### src/mfr_pkg.sv
// Shared constants and codes for the message frame receiver.
package mfr_pkg;

  // Largest payload length accepted; longer frames are dropped
  localparam int unsigned MAX_PAYLOAD  = 256;
  // Number of little-endian length bytes after the sequence byte
  localparam int unsigned LENGTH_BYTES = 4;

  // Field widths
  localparam int unsigned BYTE_W    = 8;
  localparam int unsigned LEN_W     = 8 * LENGTH_BYTES;
  localparam int unsigned LEN_IDX_W = (LENGTH_BYTES > 1) ? $clog2(LENGTH_BYTES) : 1;
  localparam int unsigned POS_W     = (MAX_PAYLOAD > 1) ? $clog2(MAX_PAYLOAD + 1) : 1;
  localparam int unsigned CNT_W     = (POS_W > LEN_IDX_W) ? POS_W : LEN_IDX_W;
  localparam int unsigned STATUS_W  = 2;

  // Configuration register map
  localparam int unsigned CFG_ADDR_W  = 3;
  localparam int unsigned CFG_DATA_W  = 32;
  localparam logic        REG_MAGIC_FIRST  = 1'b0;
  localparam logic        REG_MAGIC_SECOND = 1'b1;

  // Result status codes
  typedef enum logic [STATUS_W-1:0] {
    ST_PAYLOAD   = 2'd0,
    ST_EMPTY     = 2'd1,
    ST_TOO_LONG  = 2'd2
  } status_t;

endpackage

### src/message_frame_receiver_core.sv
// Message frame receiver: byte parser with stream input, stream output and APB registers.
//
// Parses a byte stream into frames: a two-byte magic word (either byte order,
// the order is reported as order_swapped), a type byte, a sequence byte, a
// little-endian payload length, then the payload. Each payload byte becomes
// one output transaction with tlast on the final byte. A zero-length frame
// gives one empty-status transaction and a length above the maximum gives one
// too-long-status transaction; both carry tlast and a zero data byte. Header
// bytes give no output. Every input byte is handled in the cycle it is
// accepted, so the block takes one byte per clock; the only limit is the
// single output register, which accepts a new byte whenever it is empty or is
// being drained in the same cycle. Write the magic registers only while idle.
module message_frame_receiver_core (
  input  logic        clk,
  input  logic        rst_n,
  // Input stream
  input  logic        in_tvalid,
  output logic        in_tready,
  input  logic [7:0]  in_tdata,   // [7:0] rx_byte
  // Result stream
  output logic        out_tvalid,
  input  logic        out_tready,
  output logic [31:0] out_tdata,  // [7:0] data_byte, [15:8] msg_type,
                                  // [23:16] seq_number, [24] order_swapped, [31:25] zero
  output logic [1:0]  out_tuser,  // [1:0] status
  output logic        out_tlast,  // last_of_message
  // Configuration port
  input  logic                                    cfg_psel,
  input  logic                                    cfg_penable,
  input  logic                                    cfg_pwrite,
  input  logic [mfr_pkg::CFG_ADDR_W-1:0]          cfg_paddr,
  input  logic [mfr_pkg::CFG_DATA_W-1:0]          cfg_pwdata,
  output logic [mfr_pkg::CFG_DATA_W-1:0]          cfg_prdata,
  output logic                                    cfg_pready
);

  typedef enum logic [2:0] {
    PH_IDLE   = 3'd0,
    PH_MAGIC2 = 3'd1,
    PH_TYPE   = 3'd2,
    PH_SEQ    = 3'd3,
    PH_LEN    = 3'd4,
    PH_DATA   = 3'd5
  } phase_t;

  // Registers
  logic [mfr_pkg::BYTE_W-1:0] magic_first_r;
  logic [mfr_pkg::BYTE_W-1:0] magic_second_r;

  phase_t                      phase_r, phase_nxt;
  logic                        swapped_r, swapped_nxt;
  logic [mfr_pkg::BYTE_W-1:0]  type_r, type_nxt;
  logic [mfr_pkg::BYTE_W-1:0]  seq_r, seq_nxt;
  logic [mfr_pkg::LEN_W-1:0]   length_r, length_nxt;
  logic [mfr_pkg::CNT_W-1:0]   pos_r, pos_nxt;

  logic                        out_valid_r, out_valid_nxt;
  mfr_pkg::status_t            out_status_r, out_status_nxt;
  logic [mfr_pkg::BYTE_W-1:0]  out_data_r, out_data_nxt;
  logic [mfr_pkg::BYTE_W-1:0]  out_type_r, out_type_nxt;
  logic [mfr_pkg::BYTE_W-1:0]  out_seq_r, out_seq_nxt;
  logic                        out_swapped_r, out_swapped_nxt;
  logic                        out_last_r, out_last_nxt;

  logic                        in_accept;
  logic                        cfg_write;
  logic [mfr_pkg::BYTE_W-1:0]  rx_byte;
  logic [mfr_pkg::BYTE_W-1:0]  magic_expect;
  logic [mfr_pkg::CNT_W-1:0]   pos_inc;
  logic                        data_last;

  // Handshakes
  assign in_tready  = !out_valid_r || out_tready;
  assign in_accept  = in_tvalid && in_tready;
  assign cfg_pready = 1'b1;
  assign cfg_write  = cfg_psel && cfg_penable && cfg_pwrite && cfg_pready;
  assign rx_byte    = in_tdata;

  // Register read data
  always_comb begin
    case (cfg_paddr[2])
      mfr_pkg::REG_MAGIC_FIRST:  cfg_prdata = mfr_pkg::CFG_DATA_W'(magic_first_r);
      mfr_pkg::REG_MAGIC_SECOND: cfg_prdata = mfr_pkg::CFG_DATA_W'(magic_second_r);
      default:                   cfg_prdata = '0;
    endcase
  end

  assign magic_expect = swapped_r ? magic_first_r : magic_second_r;
  assign pos_inc      = pos_r + 1'b1;
  assign data_last    = 32'(pos_inc) >= 32'(length_r);

  // Parse one byte and build the next result
  always_comb begin
    phase_nxt       = phase_r;
    swapped_nxt     = swapped_r;
    type_nxt        = type_r;
    seq_nxt         = seq_r;
    length_nxt      = length_r;
    pos_nxt         = pos_r;
    out_valid_nxt   = out_valid_r && !out_tready;
    out_status_nxt  = out_status_r;
    out_data_nxt    = out_data_r;
    out_type_nxt    = out_type_r;
    out_seq_nxt     = out_seq_r;
    out_swapped_nxt = out_swapped_r;
    out_last_nxt    = out_last_r;

    if (in_accept) begin
      // Header fields travel with every result
      out_type_nxt    = type_r;
      out_seq_nxt     = seq_r;
      out_swapped_nxt = swapped_r;
      out_data_nxt    = '0;

      case (phase_r)
        PH_IDLE: begin
          if (rx_byte == magic_first_r) begin
            swapped_nxt = 1'b0;
            phase_nxt   = PH_MAGIC2;
          end else if (rx_byte == magic_second_r) begin
            swapped_nxt = 1'b1;
            phase_nxt   = PH_MAGIC2;
          end
        end
        PH_MAGIC2: begin
          phase_nxt = (rx_byte == magic_expect) ? PH_TYPE : PH_IDLE;
        end
        PH_TYPE: begin
          type_nxt  = rx_byte;
          phase_nxt = PH_SEQ;
        end
        PH_SEQ: begin
          seq_nxt    = rx_byte;
          pos_nxt    = '0;
          length_nxt = '0;
          phase_nxt  = PH_LEN;
        end
        PH_LEN: begin
          // Place the byte little-endian, check the limit after the last one
          length_nxt[pos_r[mfr_pkg::LEN_IDX_W-1:0] * 8 +: 8] = rx_byte;
          pos_nxt = pos_inc;
          if (32'(pos_inc) >= 32'(mfr_pkg::LENGTH_BYTES)) begin
            pos_nxt = '0;
            if (length_nxt == '0) begin
              phase_nxt      = PH_IDLE;
              out_valid_nxt  = 1'b1;
              out_status_nxt = mfr_pkg::ST_EMPTY;
              out_last_nxt   = 1'b1;
            end else if (32'(length_nxt) > 32'(mfr_pkg::MAX_PAYLOAD)) begin
              phase_nxt      = PH_IDLE;
              out_valid_nxt  = 1'b1;
              out_status_nxt = mfr_pkg::ST_TOO_LONG;
              out_last_nxt   = 1'b1;
            end else begin
              phase_nxt = PH_DATA;
            end
          end
        end
        PH_DATA: begin
          pos_nxt        = pos_inc;
          out_valid_nxt  = 1'b1;
          out_status_nxt = mfr_pkg::ST_PAYLOAD;
          out_data_nxt   = rx_byte;
          out_last_nxt   = data_last;
          if (data_last) begin
            phase_nxt = PH_IDLE;
            pos_nxt   = '0;
          end
        end
        default: begin
          phase_nxt = PH_IDLE;
        end
      endcase
    end
  end

  // Hold state, configuration and the result register
  always_ff @(posedge clk) begin
    if (!rst_n) begin
      magic_first_r  <= '0;
      magic_second_r <= '0;
      phase_r        <= PH_IDLE;
      swapped_r      <= 1'b0;
      type_r         <= '0;
      seq_r          <= '0;
      length_r       <= '0;
      pos_r          <= '0;
      out_valid_r    <= 1'b0;
    end else begin
      if (cfg_write) begin
        case (cfg_paddr[2])
          mfr_pkg::REG_MAGIC_FIRST:  magic_first_r  <= cfg_pwdata[mfr_pkg::BYTE_W-1:0];
          mfr_pkg::REG_MAGIC_SECOND: magic_second_r <= cfg_pwdata[mfr_pkg::BYTE_W-1:0];
          default: ;
        endcase
      end
      phase_r     <= phase_nxt;
      swapped_r   <= swapped_nxt;
      type_r      <= type_nxt;
      seq_r       <= seq_nxt;
      length_r    <= length_nxt;
      pos_r       <= pos_nxt;
      out_valid_r <= out_valid_nxt;
    end
    out_status_r  <= out_status_nxt;
    out_data_r    <= out_data_nxt;
    out_type_r    <= out_type_nxt;
    out_seq_r     <= out_seq_nxt;
    out_swapped_r <= out_swapped_nxt;
    out_last_r    <= out_last_nxt;
  end

  // Drive the result stream
  assign out_tvalid = out_valid_r;
  assign out_tdata  = {7'b0, out_swapped_r, out_seq_r, out_type_r, out_data_r};
  assign out_tuser  = out_status_r;
  assign out_tlast  = out_last_r;

endmodule
### config.mk
export PLATFORM = sky130hd
export DESIGN_NAME = message_frame_receiver_core
export DESIGN_NICKNAME = d
export VERILOG_FILES = /design/src/mfr_pkg.sv /design/src/message_frame_receiver_core.sv
export SDC_FILE = /design/constraint.sdc
export NUM_CORES = 1
export LEC_CHECK = 0
export BUFFER_PORTS_ARGS = -buffer_cell sky130_fd_sc_hd__buf_4
export CORE_MARGIN = 5
export CORE_UTILIZATION = 40
export CTS_CLUSTER_SIZE = 12
export DETAILED_ROUTE_END_ITERATION = 6
export GPL_TIMING_DRIVEN = 0
export SKIP_CTS_REPAIR_TIMING = 1
export SLEW_MARGIN = 20
export SYNTH_ARGS = -nofsm -noshare
export SYNTH_HDL_FRONTEND = slang
export SYNTH_SLANG_ARGS = --single-unit
### constraint.sdc
create_clock -name clk -period 4.1 [get_ports clk]
set_input_delay 0.82 -clock clk [delete_from_list [all_inputs] [get_ports clk]]
set_output_delay 0.82 -clock clk [all_outputs]
set_load 0.1 [all_outputs]
==> flow_metrics.env, run 1 <==
export IMPL_outcome="completed"
export IMPL_vias=4372
export IMPL_synth_top_area_share_pct=29.7
export IMPL_ir_worst_vdd_mv=0.179
export IMPL_place_area_sq_um=6030
export IMPL_ys_ff_latch=106
export IMPL_antenna_found_initial=0
export IMPL_grt_max_degree=31
export IMPL_slew_headroom_pct=32.8
export IMPL_sequentialPowerShare_pct=46.7
export IMPL_synth_area_per_cell_sq_um=9.03
export IMPL_fp_dieH_um=125
export IMPL_tightestPinTransition_ns=1.00
export IMPL_async_flop_share_pct=0
export IMPL_stdcell_area_sq_um=6330
export IMPL_firstDrtPassIters=5
export IMPL_grt_pass1_vias=4218
export IMPL_crit_type="register to register"
export IMPL_switching_share_pct=30.1
export IMPL_synth_edf_count=28
export IMPL_insertion_delay_ns=0.35
export IMPL_grt_total_usage_pct=17.5
export IMPL_power_switching_mw=0.702
export IMPL_n_antenna_cell=0
export IMPL_finClkSkew_ns=0.0103
export IMPL_netlist_area_sq_um=5260
export IMPL_clk_path_buf_depth=2
export IMPL_synthCells=582
export IMPL_place_congestion=0.896
export IMPL_power_share_combinational_pct=15.2
export IMPL_whs_ns=0.432
export IMPL_slew_viol_final=0
export IMPL_start_util_pct=41.1
export IMPL_rows=41
export IMPL_power_density_nw_per_um2=369
export IMPL_cts_sinks=106
export IMPL_die_w_um=125
export IMPL_finalSetupViolations=0
export IMPL_hold_class="register to register"
export IMPL_synth_ff_type="dfxtp_1"
export IMPL_setup_tns_ns=0
export IMPL_fp_coreArea_sq_um=12800
export IMPL_yosysUniqueCellTypes=60
export IMPL_critical_path_max_fanout=10
export IMPL_cts_tree="done"
export IMPL_cap_violations=0
export IMPL_yosysWarnings=0
export IMPL_required_ns=4.38
export IMPL_fmax_mhz=263
export IMPL_overflow=0
export IMPL_p_int_mw=1.63
export IMPL_finalCriticalPeriod_ns=3.80
export IMPL_area_growth_pct=20.4
export IMPL_htreeDepth=3
export IMPL_wire_per_inst_um=16.0
export IMPL_p_clk_share_pct=38.2
export IMPL_end_kind="register"
export IMPL_dieArea_sq_um=15500
export IMPL_p_leak_nw=2.61
export IMPL_clk_pin_slew_ns=0.07
export IMPL_fin_nets=747
export IMPL_grt_setup_unrepaired="false"
export IMPL_grt_pass1_wl_um=22000
export IMPL_avgViaCountPerCell=5.09
export IMPL_yosysTopAreaCell="dfxtp_1"
export IMPL_pin_count=120
export IMPL_synth_area_leaders="dfxtp_1, edfxtp_1, nand2_1"
export IMPL_fin_crit_sh_pct=92.6
export IMPL_hold_viol=0
export IMPL_drive_gt1_share_pct=19.4
export IMPL_dpl_hpwl_um=9910
export IMPL_cts_buffers=9
export IMPL_arrival_ns=4.07
export IMPL_root_buffer="clkbuf_16"
export IMPL_ant_nets=0
export IMPL_ys_seq_area_share_pct=45.7
export IMPL_remaining_drc_errors=0
export IMPL_start_kind="register"
export IMPL_first_iter_violations=348
export IMPL_io_buffers=59
export IMPL_wl_um=13800
-- metrics by stage --
stage / std cells / utilization (%) / power [mW] / worst slack [ns]
2_1_floorplan: 612 / - / 1.40 / 0.413
3_3_place_gp: 843 / 47.2 / 1.46 / 0.142
3_5_place_dp: 843 / 47.2 / 1.47 / 0.171
4_1_cts: 859 / 49.5 / 2.34 / 0.149
5_1_grt: 859 / 49.6 / 2.40 / 0.0620
6_report: 859 / 49.6 / 2.33 / 0.303
-- Yosys cell counts (2+ instances only) --
library cell  number
buf_4             33
and2_1             8
nor3_1             9
buf_2              4
nor4_1             9
nor2b_1            5
ha_1              15
o22ai_1            3
nand2_1           71
inv_1             17
buf_6              2
xor2_1            20
clkbuf_1          25
nand3b_1           2
nor4_2             2
o21ai_1            2
nand4_1            3
dfxtp_1           78
a31oi_1            9
edfxtp_1          28
mux2_2             9
o21ai_0            6
and3_1             5
a22oi_1           27
nand2b_1           3
a21oi_1           48
mux2i_1           11
conb_1             2
or3_1              2
and4_1             2
nor2_1            70
nand3_1           16
nor3b_1            4
xnor2_1            4
a211oi_1           3
-- power groups by stage --
stage               Combinational, mW  Sequential (mW)  Clock, mW
finish                          0.354             1.09      0.891
global route                    0.369             1.09      0.945
CTS                             0.353             1.09      0.898
detailed placement              0.353             1.11          0
global placement                0.351             1.11          0
floorplan                       0.224             1.17          0
-- worst paths after layout --
kind                              to  slack [ns]                   start  depth (start not counted)
min reg2reg  out_type_r[5]$_DFFE_PP_        0.43  type_r[5]$_SDFFE_PN0P_                          0
max            pos_r[2]$_SDFFE_PN0P_        0.30   pos_r[0]$_SDFFE_PN0P_                         14
max reg2reg    pos_r[2]$_SDFFE_PN0P_        0.30   pos_r[0]$_SDFFE_PN0P_                         14
min          out_type_r[5]$_DFFE_PP_        0.43  type_r[5]$_SDFFE_PN0P_                          0
-- cell type report --
cell class	instances	area (sq um)
Buffer	66	393
Multi-Input combinational cell	422	2510
Tap cell	172	215
Inverter	18	67.6
Sequential cell	106	2400
Clock buffer	9	225
Timing Repair Buffer	59	443
Fill cell	1228	6440
Clock inverter	7	76.3
-- cell families after synthesis --
family,synth area share (%)
buf+inv,8.76
xor+xnor,4.00
simple gates,20.1
fa+ha+maj,3.57
compound gates,13.7
mux,4.02
other cells,0.143
flops,45.7
-- layer usage --
| metal | vias up | share of wire, % | global-route usage, % |
|---|---|---|---|
| met5 | - | 0 | 0 |
| met4 | 0 | 1.6 | 5.48 |
| met3 | 17 | 6.0 | 3.13 |
| met2 | 160 | 46 | 28.1 |
| met1 | 2025 | 47 | 24.1 |
| li1 | 2170 | - | - |
-- state kept, by name, indices dropped and copies added (netlist names), 2 cells and up --
name / flops
magic_first_r: 8
out_tuser: 2
seq_r: 8
phase_r: 3
out_seq_r: 8
out_type_r: 8
pos_r: 9
type_r: 8
out_data_r: 8
magic_second_r: 8
length_r: 32
-- worst max-delay path, stage by stage, from the launching register on --
cell	delay [ns]
dfxtp_1	0.54
clkbuf_1	0.36
nand3_1	0.15
nor2_1	0.30
and3_1	0.22
xnor2_1	0.14
inv_1	0.06
ha_1	0.29
nand4_1	0.09
nor2_1	0.05
a2111oi_1	0.66
o31ai_4	0.26
o21ai_1	0.28
o21ai_0	0.15
a21oi_1	0.16
-- placed cells by master (no fill, tap or decap), types with 4 or more instances in the layout --
cell type and count:
buf_4 92, dfxtp_1 78, nand2_1 71, nor2_1 70, a21oi_1 48, conb_1 32
edfxtp_1 28, a22oi_1 27, clkbuf_1 25, xor2_1 20, nand3_1 16, inv_1 16
ha_1 15, mux2i_1 11, mux2_2 9, nor3_1 9, nor4_1 9, a31oi_1 9
clkbuf_16 9, and2_1 8, o21ai_0 6, and3_1 5, nor2b_1 5, xnor2_1 4
buf_2 4, nor3b_1 4
Note: power is estimated with default switching activity, not from simulation.
==> inputs of run 2 (changes only) <==
--- a/config.mk
+++ b/config.mk
@@ -5,6 +5,7 @@
 export SDC_FILE = /design/constraint.sdc
 export NUM_CORES = 1
 export LEC_CHECK = 0
+export ABC_AREA = 1
 export BUFFER_PORTS_ARGS = -buffer_cell sky130_fd_sc_hd__buf_4
 export CORE_MARGIN = 5
 export CORE_UTILIZATION = 40
==> run 2 against run 1 <==
First-iteration DRC count is 1.7% lower. Fmax is 29% higher. Global-route usage hardly changed. Flip-flop and latch count stayed put. Via count is 16% higher. Cell count is 26% higher. Critical endpoint is now out_tlast$_SDFFCE_PN1P_. Clock skew hardly changed.
==> flow_metrics.env, run 2 <==
export IMPL_synthMuxAreaShare_pct=0
export IMPL_largest_reg_flops=32
export IMPL_fp_coreArea_sq_um=13900
export IMPL_grt_max_degree=27
export IMPL_first_iter_violations=342
export IMPL_setup_tns_ns=0
export IMPL_rows=43
export IMPL_critical_path_max_fanout=10
export IMPL_n_antenna_cell=0
export IMPL_fp_dieH_um=129
export IMPL_place_congestion=0.849
export IMPL_ant_nets=0
export IMPL_power_mw=2.56
export IMPL_yosysUniqueCellTypes=32
export IMPL_stdcell_area_sq_um=6770
export IMPL_clk_path_buf_depth=2
export IMPL_io_buffers=56
export IMPL_regArea_sq_um=2400
export IMPL_required_ns=4.17
export IMPL_yosysMostFrequentCell="nand2_1"
export IMPL_synth_area_leaders="dfxtp_1, edfxtp_1, nand2_1"
export IMPL_overflow=0
export IMPL_avgViaCountPerCell=4.69
export IMPL_fin_crit_sh_pct=71.6
export IMPL_synth_top_family_by_area="simple AND/OR/NAND/NOR gates"
export IMPL_synth_compound_area_share_pct=11.8
export IMPL_insertion_delay_ns=0.36
export IMPL_regMostFlops="length_r"
export IMPL_finalCriticalPeriod_ns=2.94
export IMPL_ir_worst_vdd_mv=0.195
export IMPL_final_common_cell="nand2_1"
export IMPL_pre_cts_ws_ns=1.19
export IMPL_hold_end="out_seq_r[6]$_DFFE_PP_"
export IMPL_die_w_um=129
export IMPL_antenna_found_initial=0
export IMPL_end_kind="register"
export IMPL_synthCells=802
export IMPL_clk_pin_slew_ns=0.08
export IMPL_synth_edf_count=28
export IMPL_synth_commonest_cells="nand2_1, nor2_1, inv_1"
export IMPL_r2r_slack_ns=1.16
export IMPL_final_cells=1084
export IMPL_pin_count=120
export IMPL_yosysWarnings=0
export IMPL_synth_ff_type="dfxtp_1"
export IMPL_whs_ns=0.431
export IMPL_place_area_sq_um=6450
export IMPL_root_buffer="clkbuf_16"
export IMPL_start_util_pct=40.9
export IMPL_slew_viol_final=0
export IMPL_remaining_drc_errors=0
export IMPL_p_leak_nw=3.26
export IMPL_dpl_hpwl_um=10700
export IMPL_ys_ff_latch=106
export IMPL_htreeDepth=3
export IMPL_finalSetupViolations=0
export IMPL_drive_gt1_share_pct=15.0
export IMPL_synth_top_area_share_pct=27.4
export IMPL_fin_nets=964
export IMPL_crit_type="register to register"
export IMPL_area_growth_pct=18.8
export IMPL_async_flop_share_pct=0
export IMPL_rr_startpoint="pos_r[0]$_SDFFE_PN0P_"
export IMPL_fmax_mhz=341
export IMPL_tightestPinTransition_ns=0.950
export IMPL_synth_area_per_cell_sq_um=7.10
export IMPL_yosysTopAreaCell="dfxtp_1"
export IMPL_fillerInstances=1455
export IMPL_fin_ws_ns=1.16
export IMPL_cts_buffers=9
export IMPL_most_common_layout_cells="nand2_1, nor2_1, inv_1, buf_4, dfxtp_1"
export IMPL_multiInputGateArea_sq_um=2660
export IMPL_final_core_util_pct=48.6
export IMPL_firstDrtPassIters=5
export IMPL_hold_viol=0
export IMPL_r2r_end="out_tlast$_SDFFCE_PN1P_"
export IMPL_start_kind="register"
export IMPL_netlist_area_sq_um=5700
export IMPL_synth_simple_area_share_pct=26.5
export IMPL_synth_xor_area_share_pct=2.92
export IMPL_slew_headroom_pct=36.6
export IMPL_cts_sinks=106
export IMPL_vias=5079
export IMPL_synthAdderAreaFrac_pct=3.30
export IMPL_grt_pass1_wl_um=23100
export IMPL_grt_pass1_vias=4662
export IMPL_hold_class="register to register"
export IMPL_hold_path_depth=0
export IMPL_finClkSkew_ns=0.0101
export IMPL_power_density_nw_per_um2=379
export IMPL_ys_seq_area_share_pct=42.2
export IMPL_arrival_ns=3.01
export IMPL_cts_tree="done"
export IMPL_wl_um=14100
export IMPL_grt_setup_unrepaired="false"
export IMPL_dp_cells=1068
export IMPL_rr_worst_depth=16
export IMPL_grt_total_usage_pct=17.5
export IMPL_hp_start="seq_r[6]$_SDFFE_PN0P_"
export IMPL_cap_violations=0
export IMPL_reg_top3="length_r x32, pos_r x9"
export IMPL_dieArea_sq_um=16700
export IMPL_wire_per_inst_um=13.0
export IMPL_outcome="completed"
run 2: cells by family (layout without fill, tap and decap cells):
family / count (synthesis) / in the layout
buffers and inverters: 158 / 230
other: 2 / 32
xor gates and xnor gates: 19 / 19
DFF: 106 / 106
adders and majority gates: 15 / 15
AOI/OAI and AO/OA: 132 / 132
and+or+nand+nor: 370 / 370
run 2: final cells by class:
type                    count  share of cell area [%]
well taps                 180                    3.33
clock buffers               9                    3.33
clock inverters             7                    1.31
repair buffers             56                    6.21
flip-flops and latches    106                    35.5
multi-input cells         568                    39.2
inverters                  97                    5.42
plain buffers              61                    5.66
run 2: critical path, stage by stage (launching register included):
cell and delay [ns]:
dfxtp_1 0.47, buf_6 0.20, inv_4 0.09, ha_1 0.43
nand2_1 0.20, inv_1 0.12, nand3_1 0.10, nand2_1 0.07
nor2_1 0.17, nand2_1 0.10, nor2_2 0.13, nand2_1 0.08
nand3_2 0.11, nand2_1 0.06, nand2_1 0.06, nand2_1 0.12
inv_1 0.15
run 2: report_power, final:
| group | internal, mW | leakage (nW) | switching, mW |
|---|---|---|---|
| sequential | 1.10 | 0.912 | 0.0172 |
| combinational | 0.130 | 2.19 | 0.435 |
| clock | 0.440 | 0.152 | 0.445 |
run 2: per-layer routing:
| layer | wire [um] | GRT usage [%] | vias up |
|---|---|---|---|
| met1 | 6610 | 24.3 | 2261 |
| met3 | 719 | 3.34 | 19 |
| met2 | 6580 | 28.0 | 123 |
| li1 | - | - | 2676 |
| met4 | 192 | 4.88 | 0 |
| met5 | 0 | 0 | - |
run 2: worst max-delay path by stage:
stage | from | endpoint | slack, ns | cells past startpoint
after floorplan | out_tready | out_tlast$_SDFFCE_PN1P_ | 1.04 | 8
after global placement | pos_r[0]$_SDFFE_PN0P_ | out_tlast$_SDFFCE_PN1P_ | 1.19 | 16
after detailed placement | pos_r[0]$_SDFFE_PN0P_ | out_tlast$_SDFFCE_PN1P_ | 1.19 | 16
after CTS | pos_r[0]$_SDFFE_PN0P_ | out_tlast$_SDFFCE_PN1P_ | 1.17 | 16
after global routing | pos_r[0]$_SDFFE_PN0P_ | out_tlast$_SDFFCE_PN1P_ | 0.84 | 16
final | pos_r[0]$_SDFFE_PN0P_ | out_tlast$_SDFFCE_PN1P_ | 1.16 | 16
==> inputs of run 3 (changes only) <==
==> constraint.sdc (replaced) <==
create_clock -name clk -period 2.9 [get_ports clk]
set_input_delay 0.58 -clock clk [delete_from_list [all_inputs] [get_ports clk]]
set_output_delay 0.58 -clock clk [all_outputs]
set_load 0.1 [all_outputs]
==> run 3 against run 2 <==
Worst setup slack got worse by 0.90 ns. Cell area rose by 0.48%. Count of clock-buffer cells in the layout did not move. Largest power group unchanged. Die area did not move. First-iteration DRC count rose by 15%. Flip-flop and latch count did not move. Clock power rose by 44%. Fmax rose by 11%. Critical path type unchanged.
==> flow_metrics.env, run 3 (same netlist as run 2, synthesis figures left out) <==
export IMPL_outcome="completed"
export IMPL_avgViaCountPerCell=4.66
export IMPL_n_antenna_cell=0
export IMPL_remaining_drc_errors=0
export IMPL_grt_max_degree=27
export IMPL_drive_gt1_share_pct=16.0
export IMPL_most_common_layout_cells="nand2_1, nor2_1, buf_4"
export IMPL_finalCriticalPeriod_ns=2.64
export IMPL_stdcell_area_sq_um=6800
export IMPL_p_leak_nw=3.26
export IMPL_r2r_slack_ns=0.26
export IMPL_grt_total_usage_pct=17.9
export IMPL_vias=5055
export IMPL_die_w_um=129
export IMPL_ant_nets=0
export IMPL_arrival_ns=2.86
export IMPL_fp_coreArea_sq_um=13900
export IMPL_final_core_util_pct=48.8
export IMPL_fin_crit_sh_pct=91.0
export IMPL_fin_nets=964
export IMPL_rows=43
export IMPL_fmax_mhz=379
export IMPL_power_mw=3.65
export IMPL_crit_type="register to register"
export IMPL_final_common_cell="nand2_1"
export IMPL_cts_tree="done"
export IMPL_clk_pin_slew_ns=0.09
export IMPL_io_buffers=56
export IMPL_multiInputGateArea_sq_um=2680
export IMPL_cts_sinks=106
export IMPL_start_kind="register"
export IMPL_largest_reg_flops=32
export IMPL_insertion_delay_ns=0.36
export IMPL_firstDrtPassIters=4
export IMPL_rr_worst_depth=17
export IMPL_grt_setup_unrepaired="false"
export IMPL_grt_pass1_vias=4729
export IMPL_clk_path_buf_depth=2
export IMPL_place_congestion=0.828
export IMPL_start_util_pct=40.9
export IMPL_fillerInstances=1432
export IMPL_dieArea_sq_um=16700
export IMPL_hold_viol=0
export IMPL_overflow=0
export IMPL_required_ns=3.13
export IMPL_antenna_found_initial=0
export IMPL_finalSetupViolations=0
export IMPL_pin_count=120
export IMPL_slew_viol_final=0
export IMPL_regMostFlops="length_r"
export IMPL_dpl_hpwl_um=10800
export IMPL_end_kind="register"
export IMPL_hold_path_depth=0
export IMPL_finClkSkew_ns=0.0102
export IMPL_power_density_nw_per_um2=537
export IMPL_grt_pass1_wl_um=23400
export IMPL_wire_per_inst_um=13.3
export IMPL_cts_buffers=9
export IMPL_first_iter_violations=394
export IMPL_critical_path_max_fanout=10
export IMPL_reg_top3="length_r x32, pos_r x9"
export IMPL_root_buffer="clkbuf_16"
export IMPL_wl_um=14400
export IMPL_tightestPinTransition_ns=0.987
export IMPL_slew_headroom_pct=34.1
export IMPL_cap_violations=0
export IMPL_whs_ns=0.421
export IMPL_fp_dieH_um=129
export IMPL_ir_worst_vdd_mv=0.510
export IMPL_hold_class="register to register"
export IMPL_htreeDepth=3
export IMPL_area_growth_pct=19.4
export IMPL_regArea_sq_um=2410
export IMPL_place_area_sq_um=6460
==> run 3: cell types whose count changed in the layout (fill, tap and decap cells not counted), moves of 3 or more <==
cell	before	now
dfxtp_1	78	75
dfxtp_2	0	3
nand2_1	196	193
nand2_2	1	4
==> run 3: layout make-up <==
| class | count | area share [%] |
|---|---|---|
| Tap cell | 180 | 3.31 |
| Timing Repair Buffer | 56 | 6.18 |
| Buffer | 61 | 5.67 |
| Clock inverter | 7 | 1.31 |
| Multi-Input combinational cell | 568 | 39.4 |
| Sequential cell | 106 | 35.4 |
| Inverter | 97 | 5.45 |
| Clock buffer | 9 | 3.31 |
==> run 3: worst paths after layout <==
path	start	to
setup / recovery	pos_r[0]$_SDFFE_PN0P_	phase_r[1]$_SDFFE_PN0P_
hold / removal	seq_r[2]$_SDFFE_PN0P_	out_seq_r[2]$_DFFE_PP_
setup reg to reg	pos_r[0]$_SDFFE_PN0P_	phase_r[1]$_SDFFE_PN0P_
hold reg to reg	seq_r[2]$_SDFFE_PN0P_	out_seq_r[2]$_DFFE_PP_
==> run 3: where the power goes <==
group | internal (mW) | switching (mW)
logic | 0.188 | 0.620
registers | 1.55 | 0.0248
clock network | 0.626 | 0.644
total | 2.36 | 1.29
==> run 3: layer usage <==
metal  up-vias  share of wire [%]  GRT usage, %
met2       107                 46          28.4
li1       2678                  -             -
met3         9                5.1          4.74
met4         0               0.87          3.58
met1      2261                 48          24.7
met5         -                  0             0
==> run 3: worst max-delay path: stages, from the launching register on <==
cell and delay (ns):
dfxtp_2 0.41, buf_6 0.18, nand3_2 0.09, nor2_1 0.22, nand4_1 0.11, nand2_1 0.10
inv_1 0.07, ha_1 0.29, nand2_1 0.07, o21a_1 0.18, nand2_1 0.07, nand2_1 0.05
nand2_1 0.05, nand2_1 0.04, nand2_1 0.20, inv_1 0.12, o21ai_0 0.16, a21oi_1 0.08
==> run 3: per-stage QoR <==
step / instances / setup slack [ns] / TNS [ns]
after global routing: 1084 / 0.00329 / 0
after detailed placement: 1068 / -0.0399 / -0.120
after CTS: 1084 / -0.0553 / -0.166
final: 1084 / 0.262 / 0
after global placement: 1068 / -0.0510 / -0.153
after floorplan: 832 / 0.198 / 0
